### config.mk
export PLATFORM = sky130hd
export DESIGN_NAME = char_lcd_write_sequencer_flat
export DESIGN_NICKNAME = d
export VERILOG_FILES = /design/src/sv/clws_pkg.sv /design/src/sv/clws_req_if.sv /design/src/sv/clws_wr_if.sv /design/src/sv/clws_ctrl.sv /design/src/sv/clws_dp.sv /design/src/sv/char_lcd_write_sequencer.sv /design/src/flat_wrapper.sv
export VERILOG_INCLUDE_DIRS = /design/src /design/src/sv
export SDC_FILE = /design/constraint.sdc
export NUM_CORES = 1
export LEC_CHECK = 0
export BUFFER_PORTS_ARGS = -buffer_cell sky130_fd_sc_hd__clkbuf_2
export CORE_MARGIN = 1.5
export CORE_UTILIZATION = 51
export CTS_CLUSTER_DIAMETER = 60
export DETAILED_ROUTE_END_ITERATION = 8
export GPL_ROUTABILITY_DRIVEN = 0
export PLACE_DENSITY = 0.76
export SYNTH_ARGS = -nofsm -noshare
export SYNTH_HDL_FRONTEND = slang
export SYNTH_SLANG_ARGS = --single-unit
### constraint.sdc
create_clock -name clk -period 2 [get_ports clk]
set_input_delay 0 -clock clk [delete_from_list [all_inputs] [get_ports clk]]
set_output_delay 0 -clock clk [all_outputs]
set_load 0.05 [all_outputs]
### src/sv/char_lcd_write_sequencer_assert.svh
// Assertion macros for the character LCD write sequencer.
// Included by files that carry concurrent checks; expects clk and arst_n in scope.
`ifndef CHAR_LCD_WRITE_SEQUENCER_ASSERT_SVH
`define CHAR_LCD_WRITE_SEQUENCER_ASSERT_SVH

// same-cycle implication
`define CLWS_ASSERT_NOW(lbl, ante, cons, msg) \
	lbl: assert property (@(posedge clk) disable iff (!arst_n) (ante) |-> (cons)) else $error(msg);

// next-cycle implication
`define CLWS_ASSERT_NEXT(lbl, ante, cons, msg) \
	lbl: assert property (@(posedge clk) disable iff (!arst_n) (ante) |=> (cons)) else $error(msg);

`endif

### src/sv/clws_pkg.sv
// Shared types, codes and LCD constants for the character LCD write sequencer.
// No dependencies.
`timescale 1ns / 1ps

package clws_pkg;

	localparam int COL_W  = 6;
	localparam int PAD_W  = 5;
	localparam int STEP_W = 3;

	localparam logic [COL_W-1:0]  COL_MAX   = 6'd63;
	localparam logic [PAD_W-1:0]  PAD_MAX   = 5'd16;
	localparam logic [STEP_W-1:0] INIT_LAST = 3'd5;

	// HD44780 command and data bytes
	localparam logic [7:0] CMD_WAKE     = 8'h33;
	localparam logic [7:0] CMD_FUNC_SET = 8'h38;
	localparam logic [7:0] CMD_DISP_ON  = 8'h0C;
	localparam logic [7:0] CMD_CLEAR    = 8'h01;
	localparam logic [7:0] ADDR_LINE1   = 8'h80;
	localparam logic [7:0] ADDR_LINE2   = 8'hC0;
	localparam logic [7:0] CHAR_SPACE   = 8'h20;

	// waits in ms
	localparam logic [4:0] WAIT_NONE     = 5'd0;
	localparam logic [4:0] WAIT_POWER_UP = 5'd20;
	localparam logic [4:0] WAIT_CLEAR    = 5'd25;
	localparam logic [4:0] WAIT_CMD      = 5'd5;
	localparam logic [4:0] WAIT_ADDR     = 5'd10;
	localparam logic [4:0] WAIT_DATA     = 5'd2;

	localparam logic RS_CMD  = 1'b0;
	localparam logic RS_DATA = 1'b1;

	typedef enum logic [1:0] {
		REQ_INIT = 2'd0,
		REQ_LINE = 2'd1,
		REQ_CHAR = 2'd2,
		REQ_END  = 2'd3
	} req_t;

	typedef enum logic [1:0] {
		WK_INIT  = 2'd0,
		WK_LINE  = 2'd1,
		WK_CHAR  = 2'd2,
		WK_SPACE = 2'd3
	} wr_kind_t;

	// controller -> datapath
	typedef struct packed {
		logic              load;
		logic              emit;
		wr_kind_t          kind;
		logic [STEP_W-1:0] step;
		logic              last;
	} ctrl_cmd_t;

	// datapath -> controller
	typedef struct packed {
		logic             out_free;
		logic [PAD_W-1:0] pad_cnt;
	} dp_status_t;

	function automatic logic [7:0] init_byte(input logic [STEP_W-1:0] step);
		logic [7:0] b;
		case (step)
			3'd0, 3'd1, 3'd2: b = CMD_WAKE;
			3'd3:             b = CMD_FUNC_SET;
			3'd4:             b = CMD_DISP_ON;
			default:          b = CMD_CLEAR;
		endcase
		return b;
	endfunction

endpackage

### src/sv/clws_req_if.sv
// Request channel interface: valid/ready plus the request fields.
// No dependencies.
`timescale 1ns / 1ps

interface clws_req_if;
	logic       valid;
	logic       ready;
	logic [1:0] req_type;
	logic [7:0] char_code;
	logic       line_sel;
	logic       pad_rest;

	modport source (output valid, req_type, char_code, line_sel, pad_rest, input ready);
	modport sink   (input valid, req_type, char_code, line_sel, pad_rest, output ready);
endinterface

### src/sv/clws_wr_if.sv
// Bus write channel interface: valid/ready plus one LCD write with its waits.
// No dependencies.
`timescale 1ns / 1ps

interface clws_wr_if;
	logic       valid;
	logic       ready;
	logic       reg_select;
	logic [7:0] bus_byte;
	logic [4:0] wait_before_ms;
	logic [4:0] wait_after_ms;
	logic       last_write;

	modport source (output valid, reg_select, bus_byte, wait_before_ms, wait_after_ms,
		last_write, input ready);
	modport sink   (input valid, reg_select, bus_byte, wait_before_ms, wait_after_ms,
		last_write, output ready);
endinterface

### src/sv/clws_ctrl.sv
// Sequencing controller: accepts requests and steps through their writes.
// Depends on clws_pkg.
`timescale 1ns / 1ps

module clws_ctrl (
	input  logic                   clk,
	input  logic                   arst_n,
	input  logic                   req_valid,
	input  logic [1:0]             req_type,
	input  logic                   pad_rest,
	output logic                   req_ready,
	input  clws_pkg::dp_status_t   status,
	output clws_pkg::ctrl_cmd_t    cmd
);
	import clws_pkg::*;

	typedef enum logic [3:0] {
		ST_IDLE = 4'b0001,
		ST_INIT = 4'b0010,
		ST_ONE  = 4'b0100,
		ST_PAD  = 4'b1000
	} state_t;

	state_t            state_q, state_d;
	logic [STEP_W-1:0] step_q, step_d;
	logic [PAD_W-1:0]  cnt_q, cnt_d;
	logic              is_line_q, is_line_d;
	logic              accept;

	assign req_ready = (state_q == ST_IDLE);
	assign accept    = req_valid && req_ready;

	always_comb begin
		state_d   = state_q;
		step_d    = step_q;
		cnt_d     = cnt_q;
		is_line_d = is_line_q;
		cmd       = '0;
		cmd.kind  = WK_INIT;
		case (state_q)
			ST_IDLE: begin
				if (accept) begin
					cmd.load = 1'b1;
					case (req_t'(req_type))
						REQ_INIT: begin
							state_d = ST_INIT;
							step_d  = '0;
						end
						REQ_LINE: begin
							state_d   = ST_ONE;
							is_line_d = 1'b1;
						end
						REQ_CHAR: begin
							state_d   = ST_ONE;
							is_line_d = 1'b0;
						end
						default: begin
							// end of string: pad only if there is room left
							if (pad_rest && (status.pad_cnt != '0)) begin
								state_d = ST_PAD;
								cnt_d   = status.pad_cnt;
							end
						end
					endcase
				end
			end
			ST_INIT: begin
				if (status.out_free) begin
					cmd.emit = 1'b1;
					cmd.kind = WK_INIT;
					cmd.step = step_q;
					cmd.last = (step_q == INIT_LAST);
					step_d   = step_q + 1'b1;
					if (step_q == INIT_LAST)
						state_d = ST_IDLE;
				end
			end
			ST_ONE: begin
				if (status.out_free) begin
					cmd.emit = 1'b1;
					cmd.kind = is_line_q ? WK_LINE : WK_CHAR;
					cmd.last = 1'b1;
					state_d  = ST_IDLE;
				end
			end
			ST_PAD: begin
				if (status.out_free) begin
					cmd.emit = 1'b1;
					cmd.kind = WK_SPACE;
					cmd.last = (cnt_q == PAD_W'(1));
					cnt_d    = cnt_q - 1'b1;
					if (cnt_q == PAD_W'(1))
						state_d = ST_IDLE;
				end
			end
			default: state_d = ST_IDLE;
		endcase
	end

	always_ff @(posedge clk or negedge arst_n) begin
		if (!arst_n) begin
			state_q   <= ST_IDLE;
			step_q    <= '0;
			cnt_q     <= '0;
			is_line_q <= 1'b0;
		end else begin
			state_q   <= state_d;
			step_q    <= step_d;
			cnt_q     <= cnt_d;
			is_line_q <= is_line_d;
		end
	end

endmodule

### src/sv/clws_dp.sv
// Datapath: request field capture, column counter, pad length and output register.
// Depends on clws_pkg.
`timescale 1ns / 1ps

module clws_dp #(
	parameter int LINE_CHARS = 16
) (
	input  logic                  clk,
	input  logic                  arst_n,
	input  logic [7:0]            char_code,
	input  logic                  line_sel,
	input  clws_pkg::ctrl_cmd_t   cmd,
	output clws_pkg::dp_status_t  status,
	output logic                  wr_valid,
	input  logic                  wr_ready,
	output logic                  reg_select,
	output logic [7:0]            bus_byte,
	output logic [4:0]            wait_before_ms,
	output logic [4:0]            wait_after_ms,
	output logic                  last_write
);
	import clws_pkg::*;

	localparam logic [COL_W-1:0] LINE_LIM = COL_W'(LINE_CHARS);

	logic [7:0]       char_q;
	logic             line_q;
	logic [COL_W-1:0] col_q;
	logic [COL_W-1:0] col_inc;
	logic [COL_W-1:0] room;
	logic             valid_q;
	logic             rs_q;
	logic [7:0]       byte_q;
	logic [4:0]       before_q;
	logic [4:0]       after_q;
	logic             last_q;

	// spaces still needed on this line, capped at one burst; output register free
	always_comb begin
		status.out_free = !valid_q || wr_ready;
		room = LINE_LIM - col_q;
		if (col_q >= LINE_LIM)
			status.pad_cnt = '0;
		else if (room > {1'b0, PAD_MAX})
			status.pad_cnt = PAD_MAX;
		else
			status.pad_cnt = room[PAD_W-1:0];
	end

	assign col_inc = (col_q == COL_MAX) ? COL_MAX : col_q + 1'b1;

	always_ff @(posedge clk) begin
		if (cmd.load) begin
			char_q <= char_code;
			line_q <= line_sel;
		end
	end

	always_ff @(posedge clk or negedge arst_n) begin
		if (!arst_n) begin
			col_q <= '0;
		end else if (cmd.emit) begin
			case (cmd.kind)
				WK_LINE:            col_q <= '0;
				WK_CHAR, WK_SPACE:  col_q <= col_inc;
				default:            col_q <= col_q;
			endcase
		end
	end

	always_ff @(posedge clk or negedge arst_n) begin
		if (!arst_n) begin
			valid_q <= 1'b0;
		end else if (cmd.emit) begin
			valid_q <= 1'b1;
		end else if (wr_ready) begin
			valid_q <= 1'b0;
		end
	end

	always_ff @(posedge clk) begin
		if (cmd.emit) begin
			last_q <= cmd.last;
			case (cmd.kind)
				WK_INIT: begin
					rs_q     <= RS_CMD;
					byte_q   <= init_byte(cmd.step);
					before_q <= (cmd.step == '0) ? WAIT_POWER_UP : WAIT_NONE;
					after_q  <= (cmd.step == INIT_LAST) ? WAIT_CLEAR : WAIT_CMD;
				end
				WK_LINE: begin
					rs_q     <= RS_CMD;
					byte_q   <= line_q ? ADDR_LINE2 : ADDR_LINE1;
					before_q <= WAIT_NONE;
					after_q  <= WAIT_ADDR;
				end
				WK_CHAR: begin
					rs_q     <= RS_DATA;
					byte_q   <= char_q;
					before_q <= WAIT_NONE;
					after_q  <= WAIT_DATA;
				end
				default: begin
					rs_q     <= RS_DATA;
					byte_q   <= CHAR_SPACE;
					before_q <= WAIT_NONE;
					after_q  <= WAIT_DATA;
				end
			endcase
		end
	end

	assign wr_valid       = valid_q;
	assign reg_select     = rs_q;
	assign bus_byte       = byte_q;
	assign wait_before_ms = before_q;
	assign wait_after_ms  = after_q;
	assign last_write     = last_q;

endmodule

### src/sv/char_lcd_write_sequencer.sv
// Top level of the character LCD write sequencer: controller plus datapath.
// Depends on clws_pkg, clws_req_if, clws_wr_if, clws_ctrl, clws_dp and the assert header.
//
//   channel | dir | carries
//   --------+-----+----------------------------------------------------
//   req     | in  | req_type, char_code, line_sel, pad_rest
//   wr      | out | reg_select, bus_byte, wait_before_ms, wait_after_ms, last_write
//
// One write leaves per cycle while wr is ready; req is ready only while idle, and an
// accepted item then causes its writes (init 6, begin line 1, character 1, end 0..16),
// which the controller steps one at a time through the single output register.
// An end without padding causes no writes and leaves the block idle.
// Reset (arst_n low) clears the controller, the column counter and the output valid.
// A stall on wr holds the output register and the controller; req stays not ready while an item has writes left.
`timescale 1ns / 1ps
`include "char_lcd_write_sequencer_assert.svh"

module char_lcd_write_sequencer #(
	parameter int LINE_CHARS = 16
) (
	input  logic             clk,
	input  logic             arst_n,
	clws_req_if.sink         req,
	clws_wr_if.source        wr
);
	import clws_pkg::*;

	ctrl_cmd_t  cmd;
	dp_status_t status;

	// controller: request acceptance and write sequencing
	clws_ctrl u_ctrl (
		.clk       (clk),
		.arst_n    (arst_n),
		.req_valid (req.valid),
		.req_type  (req.req_type),
		.pad_rest  (req.pad_rest),
		.req_ready (req.ready),
		.status    (status),
		.cmd       (cmd)
	);

	// datapath: column counter, pad length, output register
	clws_dp #(
		.LINE_CHARS (LINE_CHARS)
	) u_dp (
		.clk            (clk),
		.arst_n         (arst_n),
		.char_code      (req.char_code),
		.line_sel       (req.line_sel),
		.cmd            (cmd),
		.status         (status),
		.wr_valid       (wr.valid),
		.wr_ready       (wr.ready),
		.reg_select     (wr.reg_select),
		.bus_byte       (wr.bus_byte),
		.wait_before_ms (wr.wait_before_ms),
		.wait_after_ms  (wr.wait_after_ms),
		.last_write     (wr.last_write)
	);

	// a new write never lands on a result that is still waiting
	`CLWS_ASSERT_NOW(a_no_overwrite, cmd.emit, status.out_free, "write issued over a pending result")

	// an init item keeps the block busy for its writes
	`CLWS_ASSERT_NEXT(a_init_busy, req.valid && req.ready && (req.req_type == REQ_INIT), !req.ready, "ready during init sequence")

	// after the final write of an item the block takes the next one
	`CLWS_ASSERT_NEXT(a_last_frees, cmd.emit && cmd.last, req.ready, "not ready after last write")

endmodule

### src/flat_wrapper.sv
// flat-port wrapper written by rule: the top's interface ports become plain ports
module char_lcd_write_sequencer_flat import clws_pkg::*;
#(
	parameter int LINE_CHARS = 16
)
  (clk, arst_n, req_valid, req_req_type, req_char_code, req_line_sel, req_pad_rest, req_ready, wr_valid, wr_reg_select, wr_bus_byte, wr_wait_before_ms, wr_wait_after_ms, wr_last_write, wr_ready);
  clws_req_if req_i ();
  clws_wr_if wr_i ();
  input  logic clk;
  input  logic arst_n;
  input wire logic [$bits(req_i.valid)-1:0] req_valid;
  input wire logic [$bits(req_i.req_type)-1:0] req_req_type;
  input wire logic [$bits(req_i.char_code)-1:0] req_char_code;
  input wire logic [$bits(req_i.line_sel)-1:0] req_line_sel;
  input wire logic [$bits(req_i.pad_rest)-1:0] req_pad_rest;
  output wire logic [$bits(req_i.ready)-1:0] req_ready;
  output wire logic [$bits(wr_i.valid)-1:0] wr_valid;
  output wire logic [$bits(wr_i.reg_select)-1:0] wr_reg_select;
  output wire logic [$bits(wr_i.bus_byte)-1:0] wr_bus_byte;
  output wire logic [$bits(wr_i.wait_before_ms)-1:0] wr_wait_before_ms;
  output wire logic [$bits(wr_i.wait_after_ms)-1:0] wr_wait_after_ms;
  output wire logic [$bits(wr_i.last_write)-1:0] wr_last_write;
  input wire logic [$bits(wr_i.ready)-1:0] wr_ready;
  assign req_i.valid = req_valid;
  assign req_i.req_type = req_req_type;
  assign req_i.char_code = req_char_code;
  assign req_i.line_sel = req_line_sel;
  assign req_i.pad_rest = req_pad_rest;
  assign req_ready = req_i.ready;
  assign wr_valid = wr_i.valid;
  assign wr_reg_select = wr_i.reg_select;
  assign wr_bus_byte = wr_i.bus_byte;
  assign wr_wait_before_ms = wr_i.wait_before_ms;
  assign wr_wait_after_ms = wr_i.wait_after_ms;
  assign wr_last_write = wr_i.last_write;
  assign wr_i.ready = wr_ready;
  char_lcd_write_sequencer #(.LINE_CHARS(LINE_CHARS)) u_core (.clk(clk), .arst_n(arst_n), .req(req_i), .wr(wr_i));
endmodule
# == Word level (Yosys, flattened, before mapping) ==
# Index checks and enable logic that the tools add are counted.
# op_classes
reduce_logical,23
magnitude_cmp,2
shifts,0
n_bitwise,0
muxes,43
n_div,0
n_addsub,4
n_mul,0
n_eq_ne,27
# ops
op,count
5-bit 2-to-1 mux,8
4-bit 2-to-1 mux,7
8-bit case mux with 3 select lines,1
5-bit case mux with 2 select lines,2
3-bit 2-to-1 mux,6
6-bit case mux with 3 select lines,1
4-bit case mux with 4 select lines,1
7-bit 2-to-1 mux,2
2-bit by 1-bit inequality test with 1-bit output (second input constant),6
6-bit case mux with 2 select lines,1
2-bit nonzero test,5
3-bit == test (second input constant),3
3-bit case mux with 3 select lines,1
4-bit case mux with 2 select lines,1
1-bit 2-to-1 mux,7
7-bit AND reduction,1
6-bit by 1-bit adder with 6-bit output (second input constant),1
2-bit == test (second input constant),3
3-bit by 2-bit == test with 1-bit output (second input constant),2
6-bit == test (second input constant),1
6-bit by 5-bit greater-or-equal comparator with 1-bit output (second input constant),1
6-bit by 5-bit greater-than comparator with 1-bit output (second input constant),1
6-bit 2-to-1 mux,1
2-bit inequality test (second input constant),3
27 further kinds,33
# totals
latchBits,0
word_cells,112
out_inout_bits,22
memories,0
ff_bits,49
rom_bits,0
in_bits,16
ram_bits,0

# == Longest topological paths before layout ==
# depth
ltp_word,10
mapped_depth,8
mapped_depth_nobuf,7

# == Modules after synthesis ==
# A second synthesis with hierarchy kept.
# unflattened
cells_unflattened,247
area_unflattened_um2,2543.7
# modules_own_cells
module,cells_each,area_each_um2,instances
clws_dp,129,1511.4,1
clws_ctrl,118,1032.2,1

# == Least setup slack after synthesis ==
# OpenSTA, ideal clock, no wires.
# synth_path
path_kind,flip-flop to flip-flop
start,reg u_core.u_ctrl.state_q[0]
end,reg u_core.u_ctrl.step_q[0]
setup_ps,130
path_stages_with_launch,8
arrival_time_ps,2232
setup_slack_ps,-362
n_path_buf,1
required_ps,1870
path_cell_list,dfstp_2 buf_6 or4b_4 inv_1 and2_1 nand2_1 nand3_1 o21ai_0
# synth_via
elab_chain_cells,4
word_cells_on_any_way,9
classes_between,eq/ne: 5; mux: 1; reduce/logical: 3
# synth_rtl
item,line,rtl
from (decl),clws_ctrl.sv:24,"state_t state_q, state_d;"
from (signal assigned),clws_ctrl.sv:107,state_q <= state_d;
4-bit by 1-bit == test with 1-bit output *,clws_ctrl.sv:30,assign req_ready = (state_q == ST_IDLE);
via req_ready,flat_wrapper.sv:16,output wire logic [$bits(req_i.ready)-1:0] req_ready;
1-bit logical AND,clws_ctrl.sv:31,assign accept = req_valid && req_ready;
2-bit by 1-bit inequality test with 1-bit output (no line),-,
4-bit AND reduction (no line),-,
to (signal assigned),clws_ctrl.sv:108,step_q <= step_d;
to (decl),clws_ctrl.sv:25,"logic [STEP_W-1:0] step_q, step_d;"
# The timed path passes the listed nets; every way through them passes the cells marked *.
# A chain may end at the register's enable or synchronous reset.

# == Worst setup path in the final report ==
# layout_path
start,reg u_core.u_ctrl.state_q[0]
end,out req_ready
# layout_via
elab_chain_cells,1
# layout_rtl
item,line
4-bit by 1-bit == test with 1-bit output,clws_ctrl.sv:30
to (decl),flat_wrapper.sv:16
# Every way passes these cells.

==> impl_metrics.toml <==
[clock_network]
htree_levels = 2
cts_buffers = 5
postCtsSetupBuffers = 0
cts_tree = "done"
cts_root_buffer = "clkbuf_8"
clockBufferDepth = 2
cts_num_sinks = 45
clk_pin_slew_ns = 0.09
insertion_delay_ns = 0.29

[layout]
nFillCells = 356
syn_to_final_growth_pct = 22.23
drive_gt1_frac = 0.2813
insertedDiodeCount = 0
stdcell_count = 340
final_nets = 314

[placed_design]
place_worst_setup_slack_ns = 0.02271
hpwl_um = 3728
io_buffers = 34
dp.cells = 322

[global_routing]
grt_pass1_vias = 1882
track_usage = 0.2061
antenna_found_initial = 0
grt-ovfl-total = 0
grt_pass1_wl_um = 8321
grt_max_degree = 21

[synth]
synth-xor-area-share = 0.01086
synth_seq_area_share = 0.5176
synthAdderAreaFrac = 0.05688
muxShareOfSynthArea = 0.01034
synth_top_area_cell = "edfxtp_1"
synthesis.area_um2 = 2420
synth_top_family_by_area = "simple AND/OR/NAND/NOR gates"
synthDistinctLibCells = 55
yosys.area_share.simple = 0.1949
synth_compound_area_frac = 0.1505
async_flop_share = 0.4444
avgSynthCellArea_um2 = 10.57
yosysWarnings = 0
synth_flop_cell = "edfxtp_1"
synth-seq-cells = 45
syn_inst = 229
synth-edff-count = 25
synth.area.top_cells = "edfxtp_1 (31%), dfrtp_1 (20%), ha_1 (5.7%), nand2_1 (3.4%), nor2_1 (2.9%)"
synth_top_area_frac = 0.3102

[worst_setup_path]
critPathKind = "reg -> out"
path_buf_inv = 3
worstReg2RegStart = "u_core.u_ctrl.state_q[0]$_DFFE_PN1P_"
cp_cell_sequence = "or4b_4, clkinvlp_4, buf_4, buf_2"
crit_path_end_kind = "output pin"
slowest_stage = "dfstp_2"
crit_family = "flip-flops"
cpPeakStageDelay_ns = 0.60
cp_data_required_time_ns = 2.00
reg2reg_slack_ns = 0.08
ff2ff_path_depth = 3
cp_max_fo = 7
startpoint_type = "flop"
r2r-end = "u_core.u_ctrl.cnt_q[1]$_DFFE_PN0P_"
arrival_ns = 1.94

[routing]
viasPerCell = 5.500
wire_per_inst_um = 14.46
drtIter0Drc = 106
drc = 0
vias = 1870
drt_pass1_iterations = 4
ant_nets = 0
finalWirelength_um = 4917

[worst_hold_path]
hp-start = "req_pad_rest"
hold-path-cell-count = 3
min_to = "u_core.u_ctrl.state_q[0]$_DFFE_PN1P_"
hold_class = "in -> reg"

[power_and_ir_drop]
combinationalPowerShare = 0.448
p_sw_w = 0.001638
p_int_w = 0.002303
p_seq_frac = 0.380
clkPwrFrac = 0.172
switching_share = 0.4157
power.leakage_nw = 1.296
vdd_drop_max_uv = 725.2
fin_total_pwr_w = 0.003941
powerDensity_nw_per_um2 = 1332

[die]
coreArea_um2 = 4474
start_util = 0.5408
rows = 24
die_w_um = 71.88
io_pins = 38
die_y_um = 71.88
die-area_um2 = 5167

[sta]
holdWs_ns = 0.05132
fin_skew_ns = 0.01001
fin_crit_ns = 1.937
setup_tns_ns = 0
hold_viol_final = 0
slew_viol_final = 0
finalCritPeriodShare = 0.9685
fmax_mhz = 516.3
setup_viol = 0
layout_setup_ws_ns = 0.06306
worst_pin_slew_ns = 0.6363
rsz0062_at_grt = "yes"
slew_headroom = 0.5749

[run_status]
outcome = "finished clean"

[job]
maxCapViolCount = 0
==> worst max-delay path by stage <==
stage                                              start                                   end  cells past startpoint
floorplan           u_core.u_ctrl.state_q[0]$_DFFE_PN1P_   u_core.u_ctrl.is_line_q$_DFFE_PN0P_                      7
global placement    u_core.u_ctrl.state_q[0]$_DFFE_PN1P_    u_core.u_ctrl.cnt_q[1]$_DFFE_PN0P_                      3
detailed placement  u_core.u_ctrl.state_q[0]$_DFFE_PN1P_    u_core.u_ctrl.cnt_q[1]$_DFFE_PN0P_                      3
CTS                 u_core.u_ctrl.state_q[0]$_DFFE_PN1P_    u_core.u_ctrl.cnt_q[1]$_DFFE_PN0P_                      3
global route        u_core.u_ctrl.state_q[0]$_DFFE_PN1P_  u_core.u_ctrl.state_q[0]$_DFFE_PN1P_                      5
finish              u_core.u_ctrl.state_q[0]$_DFFE_PN1P_                             req_ready                      4
==> Yosys cell counts, types with 2 or more instances <==
master	n
a21o_1	3
a21oi_1	13
a22o_1	2
a31oi_1	7
a32o_1	2
and3_1	4
buf_2	3
buf_4	4
buf_6	2
clkbuf_1	3
dfrtp_1	19
edfxtp_1	25
ha_1	11
inv_1	15
nand2_1	22
nand2b_1	2
nand3_1	8
nor2_1	19
nor2_2	2
nor2b_1	3
nor3_1	6
nor3_2	2
nor4b_1	2
o21ai_0	14
or3_1	3
or4b_1	3
xor2_1	2
==> cell families (layout without fill, tap and decap cells) <==
logic type | after synthesis | after routing
AND/OR/NAND/NOR | 86 | 86
AO/OA/AOI/OAI | 53 | 53
flip-flops | 45 | 45
buffers and inverters | 28 | 85
adder cells (fa/ha/maj) | 11 | 11
XOR/XNOR | 3 | 3
multiplexers | 2 | 2
other | 1 | 3
==> cell usage in the layout (no fill, tap or decap), types with 2 or more instances in the layout <==
cell type / count
a21o_1: 3
a21oi_1: 13
a22o_1: 2
a31oi_1: 5
a31oi_2: 2
a32o_1: 2
and3_1: 4
buf_4: 17
clkbuf_2: 33
clkbuf_8: 5
conb_1: 3
dfrtp_1: 19
dlygate4sd3_1: 10
edfxtp_1: 25
ha_1: 11
inv_1: 13
inv_2: 2
nand2_1: 21
nand2b_1: 2
nand3_1: 8
nor2_1: 19
nor2_2: 2
nor2b_1: 2
nor3_1: 6
nor3_2: 2
nor4b_1: 2
o21ai_0: 14
or3_1: 3
or4b_1: 2
or4b_4: 2
xor2_1: 2
==> stage by stage <==
| stage | cell area (µm²) | util |
|---|---|---|
| 2_1_floorplan | 2436 | - |
| 3_3_place_gp | 2720 | 0.6079 |
| 3_5_place_dp | 2720 | 0.6079 |
| 4_1_cts | 2932 | 0.6552 |
| 5_1_grt | 2958 | 0.6611 |
| 6_report | 2958 | 0.6611 |
==> state kept, by name, summed over array words and instances (netlist names) <==
name and cells:
u_core.u_dp.bus_byte 8, u_core.u_dp.char_q 8, u_core.u_dp.col_q 6, u_core.u_ctrl.cnt_q 5, u_core.u_dp.wait_after_ms 5, u_core.u_ctrl.state_q 4, u_core.u_ctrl.step_q 3, u_core.u_ctrl.is_line_q 1
u_core.u_dp.last_write 1, u_core.u_dp.line_q 1, u_core.u_dp.reg_select 1, u_core.u_dp.wait_before_ms 1, u_core.u_dp.wr_valid 1
==> layer usage <==
metal / up-vias / GRT usage / wire length [µm]
li1: 939 / - / -
met1: 895 / 0.2678 / 2317
met2: 32 / 0.3601 / 2447
met3: 4 / 0.03516 / 118
met4: 0 / 0.05031 / 34
met5: - / 0 / 0
==> power groups by stage <==
| stage | Combinational, W | Sequential, W | Clock (W) |
|---|---|---|---|
| 2_1_floorplan | 0.00106 | 0.00170 | 0 |
| 3_3_place_gp | 0.00167 | 0.00150 | 0 |
| 3_5_place_dp | 0.00170 | 0.00151 | 0 |
| 4_1_cts | 0.00172 | 0.00149 | 0.000693 |
| 5_1_grt | 0.00194 | 0.00154 | 0.000719 |
| 6_report | 0.00176 | 0.00150 | 0.000678 |
==> layout make-up <==
type	instances	area, µm²	share of cell area
clock buffers	6	72.57	0.02453
clock inverters	2	38.79	0.01311
inverters	16	63.81	0.02157
multi-input cells	158	1067	0.3608
flip-flops and latches	45	1252	0.4234
well taps	52	65.06	0.02200
repair buffers	61	397.9	0.1345
==> tightest hold or removal path, stage by stage <==
cell and delay, ns:
clkbuf_2 0.10, nand2_1 0.06, a311o_1 0.16
==> timing repair <==
item / 4_1_cts / 5_1_grt
gates resized for setup: 0 / 7
endpoints found under the setup margin: 0 / 8
hold buffers: 10 / 0
endpoints found under the hold margin: 28 / 0
Power figures use the tool's default switching activity.
